### src/rtl/core/assert_macros.svh
// Assertion helpers shared by the RTL. All checks run on the rising edge of clk
// and are switched off while rst is high.
`ifndef ASSERT_MACROS_SVH
`define ASSERT_MACROS_SVH

// Plain property, sampled every clock
`define ASSERT_CLK(lbl, prop, msg) \
  lbl: assert property (@(posedge clk) disable iff (rst) (prop)) else $error(msg);

// Same-cycle implication
`define ASSERT_IMPL(lbl, ante, cons, msg) \
  lbl: assert property (@(posedge clk) disable iff (rst) (ante) |-> (cons)) else $error(msg);

`endif

### src/rtl/core/chb_pkg.sv
`timescale 1ns / 1ps

package chb_pkg;

  // Input transfer: one body byte or a restart
  typedef struct packed {
    logic       operation;
    logic [7:0] in_byte;
  } in_item_t;

  // Result transfer
  typedef struct packed {
    logic       data_valid;
    logic [7:0] data_byte;
    logic       body_done;
    logic [1:0] status;
  } result_t;

  // Operation codes
  localparam logic OP_BYTE    = 1'b0;
  localparam logic OP_RESTART = 1'b1;

  // Status codes
  localparam logic [1:0] ST_OK        = 2'd0;
  localparam logic [1:0] ST_MALFORMED = 2'd1;
  localparam logic [1:0] ST_TOO_LARGE = 2'd2;
  localparam logic [1:0] ST_UNUSED    = 2'd3;

  // Line-ending characters
  localparam logic [7:0] CH_CR = 8'h0D;
  localparam logic [7:0] CH_LF = 8'h0A;

endpackage

### src/rtl/core/chb_engine.sv
`timescale 1ns / 1ps

module chb_engine (
  input  logic             clk,
  input  logic             rst,
  input  logic             cfg_wen,
  input  logic [63:0]      cfg_wdata,
  input  logic             step_en,
  input  chb_pkg::in_item_t item,
  output chb_pkg::result_t  result
);
  import chb_pkg::*;

  typedef enum logic [3:0] {
    PH_SIZE_FIRST,
    PH_SIZE_MORE,
    PH_EXT,
    PH_EXT_LF,
    PH_DATA,
    PH_DATA_CR,
    PH_DATA_LF,
    PH_TRL_START,
    PH_TRL_END_LF,
    PH_TRL_LINE,
    PH_TRL_LINE_LF,
    PH_DONE
  } phase_t;

  phase_t      phase, phase_next;
  logic [63:0] chunk_remaining, chunk_remaining_next;
  logic [63:0] body_count, body_count_next;
  logic [1:0]  sticky_status, sticky_status_next;
  logic [63:0] byte_cap;

  logic       hex_ok;
  logic [3:0] hex_nib;
  logic [7:0] c;

  assign c = item.in_byte;

  // Hex digit decode
  always_comb begin
    hex_ok  = 1'b1;
    hex_nib = 4'd0;
    if (c >= 8'h30 && c <= 8'h39) begin
      hex_nib = 4'(c - 8'h30);
    end else if (c >= 8'h41 && c <= 8'h46) begin
      hex_nib = 4'(c - 8'h37);
    end else if (c >= 8'h61 && c <= 8'h66) begin
      hex_nib = 4'(c - 8'h57);
    end else begin
      hex_ok = 1'b0;
    end
  end

  // Framing step for one byte
  always_comb begin
    phase_next           = phase;
    chunk_remaining_next = chunk_remaining;
    body_count_next      = body_count;
    sticky_status_next   = sticky_status;
    result               = '0;

    if (item.operation == OP_RESTART) begin
      phase_next           = PH_SIZE_FIRST;
      chunk_remaining_next = '0;
      body_count_next      = '0;
      sticky_status_next   = ST_OK;
    end else if (sticky_status == ST_OK && phase != PH_DONE) begin
      unique case (phase)
        PH_SIZE_FIRST: begin
          if (!hex_ok) begin
            sticky_status_next = ST_MALFORMED;
          end else begin
            chunk_remaining_next = {60'd0, hex_nib};
            phase_next           = PH_SIZE_MORE;
          end
        end
        PH_SIZE_MORE: begin
          if (hex_ok) begin
            // size must stay within 64 bits after the shift
            if (|chunk_remaining[63:60]) begin
              sticky_status_next = ST_MALFORMED;
            end else begin
              chunk_remaining_next = {chunk_remaining[59:0], hex_nib};
            end
          end else begin
            phase_next = (c == CH_CR) ? PH_EXT_LF : PH_EXT;
          end
        end
        PH_EXT: begin
          if (c == CH_CR) phase_next = PH_EXT_LF;
        end
        PH_EXT_LF: begin
          if (c != CH_LF) begin
            sticky_status_next = ST_MALFORMED;
          end else begin
            phase_next = (chunk_remaining == '0) ? PH_TRL_START : PH_DATA;
          end
        end
        PH_DATA: begin
          if (body_count >= byte_cap) begin
            sticky_status_next = ST_TOO_LARGE;
          end else begin
            result.data_valid    = 1'b1;
            result.data_byte     = c;
            body_count_next      = body_count + 64'd1;
            chunk_remaining_next = chunk_remaining - 64'd1;
            if (chunk_remaining == 64'd1) phase_next = PH_DATA_CR;
          end
        end
        PH_DATA_CR: begin
          if (c != CH_CR) sticky_status_next = ST_MALFORMED;
          else phase_next = PH_DATA_LF;
        end
        PH_DATA_LF: begin
          if (c != CH_LF) sticky_status_next = ST_MALFORMED;
          else phase_next = PH_SIZE_FIRST;
        end
        PH_TRL_START: begin
          phase_next = (c == CH_CR) ? PH_TRL_END_LF : PH_TRL_LINE;
        end
        PH_TRL_END_LF: begin
          if (c != CH_LF) sticky_status_next = ST_MALFORMED;
          else phase_next = PH_DONE;
        end
        PH_TRL_LINE: begin
          if (c == CH_CR) phase_next = PH_TRL_LINE_LF;
        end
        PH_TRL_LINE_LF: begin
          if (c != CH_LF) sticky_status_next = ST_MALFORMED;
          else phase_next = PH_TRL_START;
        end
        default: begin
          sticky_status_next = ST_MALFORMED;
        end
      endcase
    end

    if (item.operation == OP_BYTE) begin
      result.status    = sticky_status_next;
      result.body_done = (sticky_status_next == ST_OK) && (phase_next == PH_DONE);
    end
  end

  // State and limit register
  always_ff @(posedge clk) begin
    if (rst) begin
      phase           <= PH_SIZE_FIRST;
      chunk_remaining <= '0;
      body_count      <= '0;
      sticky_status   <= ST_OK;
      byte_cap        <= '1;
    end else begin
      if (step_en) begin
        phase           <= phase_next;
        chunk_remaining <= chunk_remaining_next;
        body_count      <= body_count_next;
        sticky_status   <= sticky_status_next;
      end
      if (cfg_wen) byte_cap <= cfg_wdata;
    end
  end

endmodule

### src/rtl/core/http_chunked_body_deframer_unit.sv
`timescale 1ns / 1ps
// Chunked body deframer: one result transfer per input transfer.
// Throughput: one byte per cycle while out_stall is low; the framing step is combinational.
// Each input transfer passes through the input register, then its result through the result register.
// Reset (rst, synchronous): framing state cleared, body limit set to all ones,
// both pipeline registers emptied.

module http_chunked_body_deframer_unit (
  input  logic              clk,
  input  logic              rst,
  input  logic              in_valid,
  output logic              in_stall,
  input  chb_pkg::in_item_t in_data,
  output logic              out_valid,
  input  logic              out_stall,
  output chb_pkg::result_t  out_data,
  input  logic              cfg_wen,
  input  logic [63:0]       cfg_wdata
);
  import chb_pkg::*;

  logic     in_reg_v;
  in_item_t in_reg;
  logic     advance;
  logic     in_take;
  result_t  step_res;

  // Step when an item waits and the result register is free or draining
  assign advance  = in_reg_v && (!out_valid || !out_stall);
  assign in_stall = in_reg_v && !advance;
  assign in_take  = in_valid && !in_stall;

  // Input register
  always_ff @(posedge clk) begin
    if (rst) begin
      in_reg_v <= 1'b0;
    end else if (in_take) begin
      in_reg_v <= 1'b1;
    end else if (advance) begin
      in_reg_v <= 1'b0;
    end
  end

  always_ff @(posedge clk) begin
    if (in_take) in_reg <= in_data;
  end

  chb_engine u_engine (
    .clk       (clk),
    .rst       (rst),
    .cfg_wen   (cfg_wen),
    .cfg_wdata (cfg_wdata),
    .step_en   (advance),
    .item      (in_reg),
    .result    (step_res)
  );

  // Result register
  always_ff @(posedge clk) begin
    if (rst) begin
      out_valid <= 1'b0;
    end else if (advance) begin
      out_valid <= 1'b1;
    end else if (!out_stall) begin
      out_valid <= 1'b0;
    end
  end

  always_ff @(posedge clk) begin
    if (advance) out_data <= step_res;
  end

  `include "assert_macros.svh"

  `ASSERT_IMPL(a_data_ok, out_valid && out_data.data_valid, out_data.status == ST_OK && !out_data.body_done, "payload byte with error or done flag")
  `ASSERT_IMPL(a_byte_zero, out_valid && !out_data.data_valid, out_data.data_byte == 8'd0, "data byte set without payload")
  `ASSERT_IMPL(a_done_ok, out_valid && out_data.body_done, out_data.status == ST_OK, "done flag with error status")
  `ASSERT_CLK(a_status_code, !out_valid || out_data.status != ST_UNUSED, "unused status code")
  `ASSERT_IMPL(a_stall_full, in_stall, in_reg_v && out_valid && out_stall, "input stalled without backpressure")

endmodule
### config.mk
export PLATFORM = sky130hd
export DESIGN_NAME = http_chunked_body_deframer_unit
export DESIGN_NICKNAME = d
export VERILOG_FILES = /design/src/rtl/core/chb_pkg.sv /design/src/rtl/core/chb_engine.sv /design/src/rtl/core/http_chunked_body_deframer_unit.sv
export VERILOG_INCLUDE_DIRS = /design/src /design/src/rtl/core
export SDC_FILE = /design/constraint.sdc
export NUM_CORES = 1
export LEC_CHECK = 0
export BUFFER_PORTS_ARGS = -buffer_cell sky130_fd_sc_hd__buf_2
export CORE_AREA = 2 2 160 280
export DETAILED_ROUTE_END_ITERATION = 8
export DIE_AREA = 0 0 162 282
export PLACE_DENSITY = 0.54
export SYNTH_ARGS = -nofsm -noshare
export SYNTH_HDL_FRONTEND = slang
export SYNTH_SLANG_ARGS = --single-unit
### constraint.sdc
create_clock -name clk -period 5.9 [get_ports clk]
set_input_delay 0 -clock clk [delete_from_list [all_inputs] [get_ports clk]]
set_output_delay 0 -clock clk [all_outputs]
set_load 0.02 [all_outputs]
==> results.md, run 1 <==
- Pleak: 5.92 nW
- Root Driver: clkbuf_16
- Vias in the first global route: 11.7k
- Final WL: 37.7 mm
- Maximum fanout along the worst path: 51
- Status: finished, final reports clean
- Die width: 162 um
- First-pass GRT wire length: 60.4 mm
- Io pins: 92
- Clk sinks: 221
- Area grow syn2layout: 20.0%
- # diodes: 0
- CP startpoint kind: flip-flop
- CTS clock-pin slew for the worst setup and hold paths: 0.07 ns
- # port buffers: 91
- Row cnt: 101
- Most common cell after layout, fill and taps aside: dfxtp_1
- # DRC: 0
- Hold Fails Final Rpt: 0
- Critical path class: reg -> reg
- Vias post-DR: 11.7k
- PD cells: 252 mW/mm2
- Mapped cell area: 0.0125 mm2
- Postcts setup bufs: 0
- RSZ-0062 raised after global routing: no
- WP data required: 6.34 ns
- Ys async rst share: 0%
- Arr. time, crit path: 5.00 ns
- Final ANT Viol Nets: 0
- Layout cells sized above 1: 10.3%
- GP Congestion: 0.847
- Max Clk Rate: 219 MHz
- Post-DR wirelength/cell: 17.0 um
- CP endpoint kind: flip-flop
- Power Total: 0.00376 W
- Largest net degree at the start of global routing: 71
- Rel. slew slack: 21.4%
- Main flop type after synthesis: dfxtp_1
- CTS tree: done
- Max VDD drop: 0.175 mV
- Clock Skews: 0.0138 ns
- CTS buffer count: 23
- Total Nets Final: 1787
- Final TNS setup: 0 ns
- Total overflow reported by the global router: 0
- Maxcap violations: 0
- Initial antenna violation count: 0
- Worst-Margin Slew: 1.17 ns
- Clock network latency to the later pin of the worst-skew pair: 0.53 ns
- DRT Pass-1 Iters: 7
- Die footprint: 0.0457 mm2
- Final setup violating endpoints: 0
- DPL Wire Length: 26.5 mm
- Tmin final: 4.56 ns
- Min-Delay Path Class: in -> reg
- Starting Density: 28.8%
- DR vias/cell: 5.28
- Maximum clock path buffer count: 3
- Die height: 282 um
- Yosys reg bits: 221
- Mean Syn Cell Area: 8.16 um2
- Initial DRC Count: 796
- Filler cell count: 4549
- Syn Inst Count: 1526
- Cell variety after synth: 83
- Period utilization: 77.3%
- Slew Viols, Final: 0
- Syn Nets: 1675
- All-Layer GR Usage: 16.1%
- # H-tree levels: 1
- Core ar.: 0.0432 mm2
- Most frequent cells in the layout: dfxtp_1, nand2_1, nor2_1
- Biggest registers after layout: u_engine.body_count: 64 flops, u_engine.byte_cap: 64 flops, u_engine.chunk_remaining: 64 flops
- Sequential fraction of the synthesis area: 37.2%
- Post-synth EDFFs: 21
- Warnings, synthesis: 0
[through the flow]
| step | util [%] | setup WS (ns) | cell area [um2] | cells | hold slack [ns] |
|---|---|---|---|---|---|
| 6_report | 34.6 | 1.34 | 14900 | 2219 | 0.00910 |
| 3_5_place_dp | 30.9 | 1.41 | 13400 | 2098 | 0.179 |
| 2_1_floorplan | - | 2.81 | 12500 | 1526 | 0.0989 |
| 3_3_place_gp | 30.9 | 1.53 | 13400 | 2098 | 0.181 |
| 5_1_grt | 34.6 | 1.10 | 14900 | 2219 | 0.0309 |
| 4_1_cts | 34.6 | 1.39 | 14900 | 2219 | 0.00250 |
[worst max-delay path, stage by stage (launching register included)]
cell and delay (ns):
dfxtp_1 0.31, inv_1 0.07, ha_1 0.30, and4_1 0.26, nor4bb_1 0.61, nand4_1 0.36, a211oi_1 0.63, nor4_4 0.15
a21oi_1 0.39, o21a_2 0.97, o21ai_0 0.22, a21oi_1 0.19
[Yosys cell counts, drive strengths merged (11+ instances only)]
cell type / number / area share, %
and2: 18 / 0.90
xnor2: 56 / 4.0
nor4: 39 / 2.1
nand2: 169 / 5.1
dfxtp: 200 / 32
ha: 71 / 7.1
clkbuf: 75 / 2.3
nand4: 19 / 1.1
o211ai: 72 / 4.3
o21ai: 52 / 2.1
a21oi: 107 / 4.3
a221oi: 25 / 1.8
or3: 23 / 1.2
nand3: 38 / 1.6
or4: 16 / 0.99
nor2: 134 / 4.0
nor3: 79 / 3.6
buf: 20 / 0.81
inv: 92 / 2.8
edfxtp: 21 / 5.1
and3: 17 / 0.85
a211oi: 11 / 0.66
nand2b: 12 / 0.60
[worst paths after layout]
path	from	to	slack (ns)	depth (start not counted)
worst max-delay path	u_engine.byte_cap[45]	u_engine.chunk_remaining[52]	1.34	11
worst min-delay path	cfg_wen	u_engine.byte_cap[8]	0.009	3
worst max register to register	u_engine.byte_cap[45]	u_engine.chunk_remaining[52]	1.34	11
worst min register to register	u_engine.byte_cap[54]	u_engine.byte_cap[54]	0.49	2
[where the power goes]
part           internal (W)  switching (W)  leakage, nW
Sequential          0.00157      0.0000466         1.83
Combinational      0.000226       0.000361         3.70
Clock              0.000910       0.000644        0.386
Total               0.00271        0.00105         5.92
[timing repair]
action / 4_1_cts / 5_1_grt
gates resized for setup: 0 / 0
hold buffers: 81 / 0
endpoints found under the hold margin: 75 / 0
[logic make-up (layout without fill, tap and decap cells)]
group / count (synthesis) / in the layout / synth area share, %
AND/OR/NAND/NOR: 613 / 613 / 25.3
AO/OA/AOI/OAI: 363 / 363 / 19.4
flip-flops: 221 / 221 / 37.2
buffers and inverters: 187 / 314 / 5.87
adder cells (fa/ha/maj): 71 / 71 / 7.13
XOR/XNOR: 64 / 64 / 4.56
multiplexers: 7 / 7 / 0.563
[layout make-up]
class	instances	area, um2	area share [%]
clock buffer	31	656	4.39
sequential	221	4630	31.0
clock inverter	9	126	0.846
tap	566	708	4.74
timing repair buffer	182	1340	8.99
inverter	92	345	2.31
multi-input combinational	1118	7130	47.7
[metal layers]
metal | vias to the layer above | routed length (um) | global-route usage [%]
met5 | - | 0 | 0
met4 | 0 | 1580 | 7.44
met2 | 238 | 20800 | 32.2
met3 | 80 | 1220 | 1.68
li1 | 5764 | - | -
met1 | 5633 | 14100 | 16.5
No activity file was read; power rests on OpenSTA's default activity.
==> run 2, diff against run 1 <==
clock period = 4.4 ns   (was 5.9 ns; I/O delays follow)
==> results.md, run 2 (same netlist as run 1, synthesis figures left out) <==
- PD cells: 340 mW/mm2
- CTS clock-pin slew for the worst setup and hold paths: 0.07 ns
- Total Nets Final: 1797
- DR vias/cell: 5.23
- Pleak: 6.00 nW
- DRT Pass-1 Iters: 5
- Core ar.: 0.0432 mm2
- Clk sinks: 221
- Total overflow reported by the global router: 0
- Critical path class: reg -> reg
- Vias post-DR: 11.7k
- Rel. slew slack: 23.2%
- Arr. time, crit path: 4.40 ns
- Row cnt: 101
- Hold slack: 0.0293 ns
- GP Congestion: 0.848
- Worst-Margin Slew: 1.15 ns
- Max Clk Rate: 249 MHz
- Tmin final: 4.02 ns
- Initial DRC Count: 766
- Status: finished, final reports clean
- Post-DR wirelength/cell: 16.8 um
- Initial antenna violation count: 0
- Filler cell count: 4450
- Vias in the first global route: 11.6k
- # port buffers: 91
- First-pass GRT wire length: 59.4 mm
- Most frequent cells in the layout: dfxtp_1, nand2_1, nor2_1
- All-Layer GR Usage: 15.9%
- Min-Delay Path Class: in -> reg
- CP endpoint kind: flip-flop
- Final ANT Viol Nets: 0
- Hold Fails Final Rpt: 0
- Period utilization: 91.3%
- Largest net degree at the start of global routing: 71
- Io pins: 92
- Slew Viols, Final: 0
- # diodes: 0
- Die height: 282 um
- Area grow syn2layout: 21.2%
- CP startpoint kind: flip-flop
- Biggest registers after layout: u_engine.body_count: 64 flops, u_engine.byte_cap: 64 flops, u_engine.chunk_remaining: 64 flops
- Clock network latency to the later pin of the worst-skew pair: 0.53 ns
- CTS tree: done
- Starting Density: 28.8%
- Die footprint: 0.0457 mm2
- Most common cell after layout, fill and taps aside: dfxtp_1
- Max VDD drop: 0.260 mV
- Maximum clock path buffer count: 3
- # DRC: 0
- RSZ-0062 raised after global routing: no
- Final TNS setup: 0 ns
- # H-tree levels: 1
- Root Driver: clkbuf_16
- Area occupied by multi-input gates: 0.00713 mm2
- Clock Skews: 0.0104 ns
- Layout cells sized above 1: 11.2%
- Flip-flop and latch area: 0.00463 mm2
- WP data required: 4.78 ns
- CTS buffer count: 24
- Final WL: 37.5 mm
- DPL Wire Length: 26.2 mm
- Final setup violating endpoints: 0
- Die width: 162 um
- Maximum fanout along the worst path: 9
- Maxcap violations: 0
## run 2: where the power goes
part | leakage [nW] | switching (W) | internal (W)
clock network | 0.417 | 0.000865 | 0.00130
registers | 1.83 | 0.0000629 | 0.00211
logic | 3.75 | 0.000482 | 0.000308
total | 6.00 | 0.00141 | 0.00372
## run 2: per-layer routing
layer	vias to the layer above	global-route usage [%]	share of wire, %
met1	5547	16.3	37
met4	0	7.44	3.9
met2	271	31.6	55
li1	5789	-	-
met5	-	0	0
met3	73	1.81	3.4
## run 2: cell type report
class / instances / share of cell area [%]
Sequential cell: 221 / 30.7
Clock buffer: 35 / 5.00
Timing Repair Buffer: 191 / 9.37
Multi-Input combinational cell: 1118 / 47.3
Tap cell: 566 / 4.69
Clock inverter: 9 / 0.647
Inverter: 92 / 2.29
## run 2: worst paths after layout
path                                               from                      endpoint  slack [ns]  cells after the start
worst max-delay path            u_engine.body_count[55]  u_engine.chunk_remaining[46]        0.38                     11
worst min-delay path                            cfg_wen          u_engine.byte_cap[4]        0.03                      3
worst max register to register  u_engine.body_count[55]  u_engine.chunk_remaining[46]        0.38                     11
worst min register to register     u_engine.byte_cap[9]          u_engine.byte_cap[9]        0.48                      2
## run 2: worst max-delay path: stages, from the launching register on
cell	delay, ns
dfxtp_1	0.36
ha_1	0.33
nand4_1	0.12
nor3_1	0.63
nand4_1	0.44
a211oi_1	0.71
nor4_4	0.14
a21oi_1	0.34
o21ai_2	0.11
nand2_1	0.35
buf_4	0.25
o32ai_1	0.08
## run 2: timing repair
item                                    4_1_cts  5_1_grt
hold buffers                                 77        0
endpoints found under the setup margin        0        6
resized for setup                             0        1
hold endpoints to repair                     78        0
buffers inserted                              0        0
## run 2: stage by stage
step | utilization (%) | instances | instance area [um2] | worst slack [ns] | total power (W)
after CTS | 34.9 | 2232 | 15100 | 0.215 | 0.00519
final | 34.9 | 2232 | 15100 | 0.383 | 0.00513
after global placement | 31.1 | 2111 | 13500 | 0.235 | 0.00294
after detailed placement | 31.1 | 2111 | 13500 | 0.227 | 0.00295
after floorplan | - | 1526 | 12500 | 1.31 | 0.00273
after global routing | 34.9 | 2232 | 15100 | 0.203 | 0.00536
==> run 3, diff against run 2 <==
CORE_AREA = 2 2 173 259   (was 2 2 160 280)
DIE_AREA = 0 0 175 261   (was 0 0 162 282)
SLEW_MARGIN = 20   (was unset)
==> results.md, run 3 (same netlist as run 1, synthesis figures left out) <==
- Status: finished, final reports clean
- Die footprint: 0.0457 mm2
- Most common cell after layout, fill and taps aside: dfxtp_1
- CP peak stage delay: 0.60 ns
- Flip-flop and latch area: 0.00463 mm2
- CP Cell Sequence: ha_1, and4_1, nor4bb_1, nand4_1, a211oi_1, nor4_4, a31oi_4, buf_4, nor4_1, xnor2_1, nor2_1
- Hold Fails Final Rpt: 0
- # H-tree levels: 1
- Arr. time, crit path: 4.23 ns
- Total Nets Final: 1791
- WP data required: 4.80 ns
- R2r startpoint: u_engine.body_count[46]
- Initial antenna violation count: 0
- CTS tree: done
- Min-Delay Path Class: in -> reg
- CP Launch Point: u_engine.body_count[46]
- DPL Wire Length: 24.8 mm
- CTS buffer count: 24
- # diodes: 0
- Area occupied by multi-input gates: 0.00713 mm2
- FF-to-FF path depth: 11
- Slew Viols, Final: 0
- Maxcap violations: 0
- First-pass GRT wire length: 58.3 mm
- Largest net degree at the start of global routing: 89
- # DRC: 0
- Final TNS setup: 0 ns
- R2R Setup Slk: 0.57 ns
- # port buffers: 91
- Io pins: 92
- CP bufs+invs: 1
- Layout cells sized above 1: 11.0%
- CP endpoint kind: flip-flop
- Core ar.: 0.0436 mm2
- Maximum fanout along the worst path: 41
- DR vias/cell: 5.14
- Final WL: 36.2 mm
- Clock Skews: 0.0131 ns
- Clock network latency to the later pin of the worst-skew pair: 0.53 ns
- Reg2reg end: u_engine.body_count[24]
- RSZ-0062 raised after global routing: no
- Hold slack: 0.0183 ns
- Most frequent cells in the layout: dfxtp_1, nand2_1, nor2_1
- Worst Hold Depth: 3
- Placed Cells incl. Taps: 2116
- Clk sinks: 221
- Max Clk Rate: 261 MHz
- Die width: 175 um
- Root Driver: clkbuf_16
- Final setup violating endpoints: 0
- Die height: 261 um
- Crit path capture: u_engine.body_count[24]
- Power Total: 0.00508 W
- Total overflow reported by the global router: 0
- Crit path depth: 11
- Vias post-DR: 11.5k
- Period utilization: 87.0%
- Initial DRC Count: 589
- GP Congestion: 0.830
- Max VDD drop: 0.254 mV
- Biggest registers after layout: u_engine.body_count: 64 flops, u_engine.byte_cap: 64 flops, u_engine.chunk_remaining: 64 flops
- Final ANT Viol Nets: 0
- Tmin final: 3.83 ns
- Pre-CTS setup slack: 0.525 ns
- All-Layer GR Usage: 15.5%
- Area grow syn2layout: 20.6%
- Vias in the first global route: 11.3k
- Starting Density: 28.5%
- DRT Pass-1 Iters: 5
- Rel. slew slack: 28.5%
- Final worst slack: 0.573 ns
- CP startpoint kind: flip-flop
- CTS clock-pin slew for the worst setup and hold paths: 0.06 ns
- Row cnt: 94
- Non-filler cells, final: 2234
- Filler cell count: 4490
- Slowest-stage cell, CP: a211oi_1
- PD cells: 338 mW/mm2
- Worst-Margin Slew: 1.07 ns
- Crit path max-delay family: simple AND/OR/NAND/NOR gates
- Maximum clock path buffer count: 3
- Critical path class: reg -> reg
- Post-DR wirelength/cell: 16.2 um
- Pleak: 5.97 nW
[run 3: cell count changes in the layout (fill, tap and decap cells not counted), moves of 2 or more]
cell / before / now
buf_4: 23 / 18
clkbuf_1: 2 / 0
clkbuf_8: 7 / 4
clkinv_1: 2 / 0
clkinv_2: 3 / 7
[run 3: cell type report]
| cell class | count | area share [%] |
|---|---|---|
| timing repair buffer | 185 | 9.10 |
| multi-input combinational | 1118 | 47.5 |
| sequential | 221 | 30.9 |
| tap | 576 | 4.80 |
| inverter | 92 | 2.30 |
| clock buffer | 31 | 4.75 |
| clock inverter | 11 | 0.733 |
[run 3: routing by layer]
layer	up-vias	part of all wire (%)	GRT usage, %
met2	183	55	31.0
li1	5764	-	-
met4	0	3.2	5.88
met5	-	0	0
met3	61	2.8	1.66
met1	5467	39	16.5
[run 3: timing repair]
action / 4_1_cts / 5_1_grt
hold buffers: 76 / 0
resized for setup: 0 / 0
endpoints found under the hold margin: 75 / 0
buffers inserted: 0 / 0
[run 3: metrics by stage]
stage	util, %	cell area, um2
6_report	34.4	15000
5_1_grt	34.4	15000
4_1_cts	34.4	15000
3_5_place_dp	30.8	13400
3_3_place_gp	30.8	13400
2_1_floorplan	-	12500
[run 3: worst min-delay path by stage]
stage | from | to | slack, ns
detailed placement | in_data[0] | in_reg[0] | 0.18
global placement | in_data[5] | in_reg[5] | 0.18
global route | cfg_wen | u_engine.byte_cap[7] | 0.04
floorplan | in_data[0] | in_reg[0] | 0.1
finish | cfg_wen | u_engine.byte_cap[7] | 0.02
CTS | cfg_wen | u_engine.byte_cap[7] | 0.01
[run 3: report_power, final]
part | internal [W] | switching, W | leakage (nW)
Clock | 0.00126 | 0.000877 | 0.410
Combinational | 0.000307 | 0.000470 | 3.72
Sequential | 0.00211 | 0.0000621 | 1.83
Total | 0.00367 | 0.00141 | 5.97
[run 3: worst register-to-register path, cell delays in order, from the launching register on]
cell and delay, ns:
dfxtp_1 0.37, ha_1 0.34, and4_1 0.28, nor4bb_1 0.39
nand4_1 0.27, a211oi_1 0.61, nor4_4 0.14, a31oi_4 0.44
buf_4 0.46, nor4_1 0.16, xnor2_1 0.19, nor2_1 0.05
